`src/hdl/tlbsa_pkg.sv`:
```
// Shared types, constants and helper functions of the two-level bitmap slot allocator.
package tlbsa_pkg;

   localparam int WORD_BITS    = 64;
   localparam int WORD_IDX_W   = 6;
   localparam int BITMAP_DEPTH = 64;
   localparam int SLOT_W       = 12;
   localparam int CAP_W        = 13;
   localparam int FWC_W        = 7;

   localparam logic [CAP_W-1:0] MAX_SLOTS = 13'd4096;

   localparam logic [1:0] REQ_ALLOC   = 2'd0;
   localparam logic [1:0] REQ_RELEASE = 2'd1;
   localparam logic [1:0] REQ_REBUILD = 2'd2;

   localparam logic [1:0] ST_OK     = 2'd0;
   localparam logic [1:0] ST_FULL   = 2'd1;
   localparam logic [1:0] ST_REJECT = 2'd2;

   typedef enum logic [2:0] {
      S_IDLE,
      S_PREP,
      S_PICK,
      S_LOOKUP,
      S_FIN,
      S_OUT
   } state_type;

   typedef struct packed {
      logic load;
      logic prep;
      logic pick;
      logic lookup;
      logic fin;
      logic out;
   } cmd_type;

   typedef struct packed {
      logic [1:0] op;
      logic       rem_ge;
      logic       rec_zero;
      logic       sum_zero;
      logic       lookup_go;
      logic       cand_zero;
      logic       avail_zero;
      logic       out_free;
   } stat_type;

   function automatic logic [WORD_IDX_W-1:0] lowest_bit(input logic [WORD_BITS-1:0] v);
      logic [WORD_IDX_W-1:0] n;
      n = '0;
      for (int i = WORD_BITS - 1; i >= 0; i--) begin
         if (v[i]) n = WORD_IDX_W'(i);
      end
      return n;
   endfunction

   // Bits of a free word that lie below the capacity.
   function automatic logic [WORD_BITS-1:0] valid_mask(input logic [WORD_IDX_W-1:0] word,
                                                       input logic [CAP_W-1:0] cap);
      logic [CAP_W-1:0] first;
      logic [CAP_W-1:0] rem;
      first = {1'b0, word, 6'd0};
      rem   = (cap > first) ? (cap - first) : '0;
      if (rem >= CAP_W'(WORD_BITS)) return '1;
      return (64'd1 << rem[WORD_IDX_W-1:0]) - 64'd1;
   endfunction

endpackage

```
`src/hdl/tlbsa_ctrl.sv`:
```
// Sequencing state machine of the slot allocator.
module tlbsa_ctrl import tlbsa_pkg::*; (
   input  logic     clock,
   input  logic     reset,
   input  logic     req_valid,
   input  stat_type stat,
   output logic     req_ready,
   output cmd_type  cmd
);

   state_type state_ff, state_in;

   always_ff @(posedge clock) begin
      if (reset) state_ff <= S_IDLE;
      else       state_ff <= state_in;
   end

   always_comb begin
      state_in = state_ff;
      unique case (state_ff)
         S_IDLE:   if (req_valid) state_in = S_PREP;
         S_PREP: begin
            if (stat.op == REQ_ALLOC) begin
               if (!stat.rem_ge) state_in = stat.rec_zero ? S_FIN : S_PICK;
            end else begin
               state_in = stat.lookup_go ? S_LOOKUP : S_FIN;
            end
         end
         S_PICK:   state_in = stat.cand_zero ? S_FIN : S_LOOKUP;
         S_LOOKUP: begin
            state_in = (stat.op == REQ_ALLOC && stat.avail_zero) ? S_PICK : S_FIN;
         end
         S_FIN:    state_in = S_OUT;
         S_OUT:    if (stat.out_free) state_in = S_IDLE;
         default:  state_in = S_IDLE;
      endcase
   end

   always_comb begin
      cmd       = '0;
      req_ready = 1'b0;
      unique case (state_ff)
         S_IDLE: begin
            req_ready = 1'b1;
            cmd.load  = req_valid;
         end
         S_PREP:   cmd.prep   = 1'b1;
         S_PICK:   cmd.pick   = 1'b1;
         S_LOOKUP: cmd.lookup = 1'b1;
         S_FIN:    cmd.fin    = 1'b1;
         S_OUT:    cmd.out    = stat.out_free;
         default:  cmd        = '0;
      endcase
   end

endmodule

```
`config.mk`:
```
export PLATFORM = sky130hd
export DESIGN_NAME = tlbsa_ctrl
export DESIGN_NICKNAME = d
export VERILOG_FILES = /design/src/hdl/tlbsa_pkg.sv /design/src/hdl/tlbsa_ctrl.sv
export SDC_FILE = /design/constraint.sdc
export NUM_CORES = 1
export LEC_CHECK = 0
export ABC_AREA = 0
export BUFFER_PORTS_ARGS = -buffer_cell sky130_fd_sc_hd__buf_4
export CORE_AREA = 2 2 39 41
export CTS_BUF_LIST = sky130_fd_sc_hd__clkbuf_16
export CTS_CLUSTER_SIZE = 12
export DETAILED_ROUTE_END_ITERATION = 16
export DIE_AREA = 0 0 41 43
export PLACE_DENSITY_LB_ADDON = 0.2
export SETUP_SLACK_MARGIN = 0.1
export SLEW_MARGIN = 20
export SYNTH_ARGS = -nofsm -noshare
export SYNTH_HDL_FRONTEND = slang
export SYNTH_SLANG_ARGS = --single-unit
```
`constraint.sdc`:
```
create_clock -name clock -period 1.23 [get_ports clock]
set_clock_uncertainty 0.1 [all_clocks]
set_input_delay 0.246 -clock clock [delete_from_list [all_inputs] [get_ports clock]]
set_output_delay 0.246 -clock clock [all_outputs]
set_load 0.005 [all_outputs]
```
; After elaboration in Yosys (flattened, before gate mapping)
; Cells that the tools add are included.
; Widths: inputs -> output; s select.
[totals]
ramBits = 0
out_inout_bits = 7
inputBits = 12
regBits = 3
rom_bits = 0
latch_bits = 0
mem_count = 0
[classes]
magnitude_cmp = 0
add_sub_neg = 0
n_mul = 0
muxes = 16
n_div = 0
shifts = 0
n_bitwise = 0
n_eq_ne = 8
n_reduce_logical = 4
[ops]
columns = operator, n
row1 = $mux 3, 8
row2 = $pmux 3 s6, 1
row3 = $mux 1, 7
row4 = $eq 3x2->1 const B, 2
row5 = $eq 3x3->1 const B, 2
row6 = $ne 2x2->1 const B, 2
row7 = $eq 3x1->1 const B, 1
row8 = $logic_not 3->1, 1
row9 = $ne 3x3->1 const B, 1
row10 = $reduce_and 3->1, 1
row11 = $logic_not 2->1, 1
row12 = $logic_and 1x1->1, 1

; Depth between registers and ports, before layout
; Gate-level depths: netlist of run 1.
[depth]
ltp_word = 4
ltp_mapped = 5
depth_no_buf = 4

; Worst setup path after synthesis of run 1
; No wires, ideal clock.
[synth_timing]
kind = register to output
start = register state_ff[0]
end = output port cmd[5] (netlist bit)
path_stages_with_launch = 4
n_path_buf = 1
arrival_time_ps = 838
setup_slack_ps = 46
cell_sequence = dfxtp_1 -> buf_6 -> nor3_1 -> and2_1
[synth_lines]
columns = element, line
row1 = start: declaration, tlbsa_ctrl.sv:11  ; state_type state_ff, state_in;
row2 = start signal: assignment, tlbsa_ctrl.sv:15  ; else state_ff <= state_in;
row3 = end: declaration, tlbsa_ctrl.sv:8  ; output cmd_type cmd

==> summary.md, run 1 <==
| Metric | Value |
|---|---|
| Post-Syn Nets | 53 |
| Vias in the first global route | 402 |
| Clock Latency Late Sink | 0.22 ns |
| Synth Register Bits | 3 |
| Max_cap viols | 0 |
| Fmax | 690 MHz |
| Largest stage delay, worst path | 0.39 ns |
| Final min period | 1.45 ns |
| Outcome | finished, violations left |
| Most flop-heavy register | state_ff |
| CP Depth | 3 |
| Reg2reg end | state_ff[2] |
| Crit start category | flop |
| Synth warnings | 0 |
| Post-placement cell area | 551 um^2 |
| Worst path arrival time | 1.10 ns |
| First-pass GRT wire length | 1610 um |
| Layout cells sized above 1 | 75.0% |
| Area grow syn2layout | 121% |
| Hold Crit Class | input port to flop |
| Yosys top cell area share | 17.6% |
| Initial antenna violation count | 0 |
| CP Max Fanout | 6 |
| Initial core utilization | 24.6% |
| Row count | 14 |
| I/O Buffers | 17 |
| Ports | 19 |
| Avg Cell Area, Syn | 8.30 um^2 |
| TritonCTS clock tree | built |
| Seq pwr share | 13.2% |
| Final setup margin | -0.220 ns |
| Clock net sink count | 3 |
| Net Sw Power | 223 uW |
| Slew margin rel. | 83.7% |
| Post-synth EDFFs | 0 |
| Dominant synthesized flop cell | dfxtp_1 |
| Design area | 751 um^2 |
| Yosys cell types | 30 |
| Antenna Nets Post-Route | 0 |
| DR vias | 422 |
| Pre-antenna DRT Iters | 4 |
| Buffers & Inverters on Critical Path | 1 |
| HPWL Detailed | 679 um |
| Combinational Power Share | 31.9% |
| Max FFs per register | 3 |
| Hold Crit Depth | 2 |
| Final Core Density | 54.2% |
| Post-Syn Instances | 41 |
| WL final | 1150 um |
| Largest cells by area after synthesis | dfxtp_1 (18%), buf_6 (9.9%), nor2_1 (5.5%), and2b_2 (5.1%), nor4b_2 (4.4%) |
| Slew @ Worst Pin | 0.244 ns |
| CTS Buf Count | 3 |
| Critical path's top delay family | flip-flops |
| Total chip power | 927 uW |
| WL/cell | 13.0 um |
| Chip Width | 41 um |
| Top-count cell post-synth | nor2_1 |
| Leakage | 0.000330 uW |
| Reg-to-Reg Start | state_ff[2] |
| Sequential fraction of the synthesis area | 17.6% |
| Full die area | 0.00176 mm^2 |
| Final setup violation count | 10 |
| Worst VDD drop | 0.607 mV |
| Failing checks | negative setup slack |
| Required time of the critical path | 0.88 ns |
| Hold Crit Endpoint | state_ff[0] |
| Internal | 704 uW |
| Post-Syn Area | 340 um^2 |
| Vias/cell | 4.80 |
| Post-synth top cells | nor2_1 (5), buf_6 (3), dfxtp_1 (3) |
| DRC | 0 |
| Hold-fix buffer count after cts | 0 |
| Final hold vios | 0 |
| Min-delay src | reset |
| Final Slew Violations | 0 |
| Htree depth | 1 |
| CP Class | flop to output port |
| Total global-route track usage | 14.1% |
| Clk pin slew, worst setup/hold paths | 0.03 ns |
| GPL Wtd Cong | 0.747 |
| CTS root buf | clkbuf_16 |
| Setup crit end kind | output port |
| DRT iter0 DRCs | 4 |
| Final #Nets | 85 |
| Clock share of power | 54.9% |
| Gr ovfl total | 0 |
| Diode count | 0 |
| Post-synth ARST share | 0% |
| Largest area contributor in the synthesized netlist | dfxtp_1 |
| RSZ-0062 raised after global routing | true |
| Crit path cell chain | and2b_2 -> and3_4 -> buf_6 |
| Largest net degree at the start of global routing | 9 |
| Placeable Area | 0.00138 mm^2 |
| Worst Reg-to-Reg Cells | 6 |
| Reg2reg setup slack | -0.11 ns |
| Period utilization | 118% |
| Largest registers | state_ff x3 |
| Die Ht | 43 um |
| Place WS | -0.0856 ns |
| Pwr dens | 1240 mW/mm^2 |
| Worst path slowest cell | dfxtp_4 |
| Sw Ratio | 24.1% |
| Clock Path Buffers | 2 |
[power groups by stage]
stage / clock, uW / sequential, uW / combinational (uW)
6_report: 509 / 122 / 296
5_1_grt: 523 / 123 / 318
4_1_cts: 512 / 119 / 277
3_5_place_dp: 0 / 124 / 216
3_3_place_gp: 0 / 125 / 216
2_1_floorplan: 0 / 113 / 122
[cell usage in the layout (no fill, tap or decap), types with 2 or more instances in the layout]
cell / count
buf_4: 21
clkbuf_16: 3
nor2_2: 2
dfxtp_4: 2
nor2_1: 3
inv_1: 2
buf_6: 9
and2b_2: 2
[worst register-to-register path: cells and delay by family (launching register included)]
family,cells,cell delay [ns]
flip-flops,1,0.36
AND/OR/NAND/NOR,2,0.32
AO/OA/AOI/OAI,2,0.25
buffers and inverters,2,0.24
[worst max-delay path by stage]
| stage | startpoint | to | slack (ns) |
|---|---|---|---|
| 2_1_floorplan | state_ff[2] | state_ff[2] | 0.07 |
| 3_3_place_gp | stat[8] | state_ff[2] | -0.09 |
| 3_5_place_dp | stat[8] | state_ff[2] | -0.09 |
| 4_1_cts | state_ff[2] | cmd[5] | -0.21 |
| 5_1_grt | state_ff[0] | cmd[5] | -0.25 |
| 6_report | state_ff[1] | cmd[0] | -0.22 |
[through the flow]
stage          hold slack (ns)  std cells  setup TNS [ns]
2_1_floorplan            0.215         41               0
3_3_place_gp             0.349         81          -0.274
3_5_place_dp             0.347         81          -0.236
4_1_cts                  0.124         88           -1.32
5_1_grt                  0.128         88           -1.84
6_report                 0.120         88           -1.41
[repair_timing]
item                                    4_1_cts  5_1_grt
buffers inserted                              3        1
gates cloned                                  0        0
pin swaps                                     8        6
resized for setup                            18        6
endpoints found under the setup margin       10       10
[final cells by class]
class                           count  area [um^2]
Inverter                            1         3.75
Clock inverter                      1         3.75
Clock buffer                        3         75.1
Sequential cell                     3         68.8
Multi-Input combinational cell     34          320
Tap cell                           16         20.0
Timing Repair Buffer               30          259
Fill cell                         118          633
[layer usage]
| layer | track usage, % | vias up | routed length (um) |
|---|---|---|---|
| met5 | 0 | - | 0 |
| met4 | 10.0 | 0 | 15 |
| met3 | 3.66 | 2 | 57 |
| met2 | 23.1 | 15 | 614 |
| met1 | 14.4 | 193 | 458 |
| li1 | - | 212 | - |
[cells by family (layout without fill, tap and decap cells)]
logic type             Yosys count  count (layout)  synth area share (%)
and+or+nand+nor                 24              24                  48.5
buffers and inverters            4              35                  11.0
DFF                              3               3                  17.6
AOI/OAI and AO/OA               10              10                  22.8
(Power assumes the default switching activity.)
==> inputs of run 2 (changes only) <==
--- a/constraint.sdc
+++ b/constraint.sdc
@@ -4,2 +4,2 @@
 set_output_delay 0.246 -clock clock [all_outputs]
-set_load 0.005 [all_outputs]
+set_load 0.01 [all_outputs]
==> run 2 against run 1 <==
Via count increased by 0.95%. The run still ends with negative setup slack left. Fmax decreased by 0.50%. Critical endpoint is now cmd[5]. Clock-buffer cell count unchanged. Register-to-register slack about the same. Flip-flop and latch count unchanged.
==> summary.md, run 2 (same netlist as run 1, synthesis figures left out) <==
| Metric | Value |
|---|---|
| Outcome | finished, violations left |
| Failing checks | negative setup slack |
| I/O Buffers | 17 |
| CP Max Fanout | 5 |
| Initial antenna violation count | 0 |
| Hold Crit Class | input port to flop |
| Clock net sink count | 3 |
| Required time of the critical path | 0.88 ns |
| RSZ-0062 raised after global routing | true |
| Design area | 762 um^2 |
| Full die area | 0.00176 mm^2 |
| Worst Reg-to-Reg Cells | 6 |
| Max FFs per register | 3 |
| DR vias | 426 |
| Final hold vios | 0 |
| Slew margin rel. | 85.5% |
| Largest net degree at the start of global routing | 7 |
| Gr busiest metal | met2 |
| CP Class | flop to output port |
| GPL Wtd Cong | 0.787 |
| CTS Buf Count | 3 |
| Clock Path Buffers | 2 |
| TritonCTS clock tree | built |
| Final std cells w/o fill | 90 |
| Pre-antenna DRT Iters | 3 |
| Vias/cell | 4.73 |
| Ports | 19 |
| Period utilization | 118% |
| Met2 usage | 21.3% |
| Hold-fix buffer count after cts | 0 |
| Most flop-heavy register | state_ff |
| Clk pin slew, worst setup/hold paths | 0.03 ns |
| Total chip power | 948 uW |
| DRC | 0 |
| Final Slew Violations | 0 |
| Final setup violation count | 10 |
| WL final | 1060 um |
| First-pass GRT wire length | 1570 um |
| Final setup margin | -0.227 ns |
| CTS root buf | clkbuf_16 |
| Fmax | 686 MHz |
| Max_cap viols | 0 |
| Worst path slowest cell | dfxtp_2 |
| Largest stage delay, worst path | 0.33 ns |
| Largest registers | state_ff x3 |
| Clock Latency Late Sink | 0.22 ns |
| Crit start category | flop |
| Crit path cell chain | buf_12 -> nor3_4 -> and2_4 -> buf_6 |
| Gr ovfl total | 0 |
| Filler cells | 136 |
| Diode count | 0 |
| Pwr dens | 1240 mW/mm^2 |
| Post-placement cell area | 579 um^2 |
| Initial core utilization | 24.6% |
| Leakage | 0.000341 uW |
| Dpl cells | 81 |
| Placeable Area | 0.00138 mm^2 |
| Htree depth | 1 |
| HPWL Detailed | 761 um |
| Hold Crit Depth | 2 |
| Chip Width | 41 um |
| Hold Slack | 0.111 ns |
| DRT iter0 DRCs | 5 |
| Met3 usage | 3.66% |
| Vias in the first global route | 386 |
| Layout cells sized above 1 | 73.0% |
| Area grow syn2layout | 124% |
| Slew @ Worst Pin | 0.215 ns |
| Antenna Nets Post-Route | 0 |
| Grt met1 use | 14.7% |
| Final #Nets | 87 |
| Die Ht | 43 um |
| Most common cell after layout, fill and taps aside | buf_4 |
| Worst VDD drop | 0.598 mV |
| Total global-route track usage | 13.0% |
| Setup crit end kind | output port |
| WL/cell | 11.8 um |
| Worst path arrival time | 1.11 ns |
| Row count | 14 |
| Final min period | 1.46 ns |
| Most frequent cells in the layout | buf_4 (22), buf_6 (8), clkbuf_16 (3) |
==> run 2: where the power goes <==
part | switching [uW] | total, uW | internal [uW]
Combinational | 128 | 327 | 199
Clock | 84.7 | 504 | 419
Sequential | 11.0 | 118 | 107
==> run 2: path summary, 6_finish.rpt <==
| kind | to | from | slack (ns) |
|---|---|---|---|
| worst max-delay path | cmd[5] | state_ff[0] | -0.23 |
| worst min-delay path | state_ff[0] | reset | 0.11 |
| worst max register to register | state_ff[2] | state_ff[0] | -0.12 |
| worst min register to register | state_ff[1] | state_ff[1] | 0.47 |
==> run 2: area by class of cell <==
| type | count | area, um^2 | share of cell area (%) |
|---|---|---|---|
| multi-input combinational | 34 | 303 | 39.7 |
| timing repair buffer | 32 | 290 | 38.1 |
| clock buffer | 3 | 75.1 | 9.85 |
| sequential | 3 | 66.3 | 8.70 |
| tap | 16 | 20.0 | 2.63 |
| clock inverter | 1 | 3.75 | 0.493 |
| inverter | 1 | 3.75 | 0.493 |
==> run 2: through the flow <==
stage | TNS (ns) | worst slack, ns | utilization, %
after floorplan | 0 | 0.0446 | -
after global placement | -0.282 | -0.0756 | 41.9
after detailed placement | -0.256 | -0.0671 | 41.9
after CTS | -1.67 | -0.224 | 50.9
after global routing | -2.01 | -0.276 | 55.1
final | -1.56 | -0.227 | 55.1
==> run 2: repair_timing <==
item	in CTS	in global routing
resized for setup	8	10
pin swaps	10	5
setup buffers	3	2
endpoints found under the hold margin	0	0
endpoints found under the setup margin	10	10
==> run 2: layer usage <==
metal | share of wire (%) | wire length, um | vias to the layer above
li1 | - | - | 215
met5 | 0 | 0 | -
met1 | 40 | 423 | 200
met4 | 0 | 0 | 0
met2 | 54 | 578 | 11
met3 | 5.7 | 61 | 0
==> run 2: critical path: cells and delay by family (launching register included) <==
kind / cells / cell delay, ns
flops: 1 / 0.33
simple gates: 2 / 0.33
buf+inv: 2 / 0.23
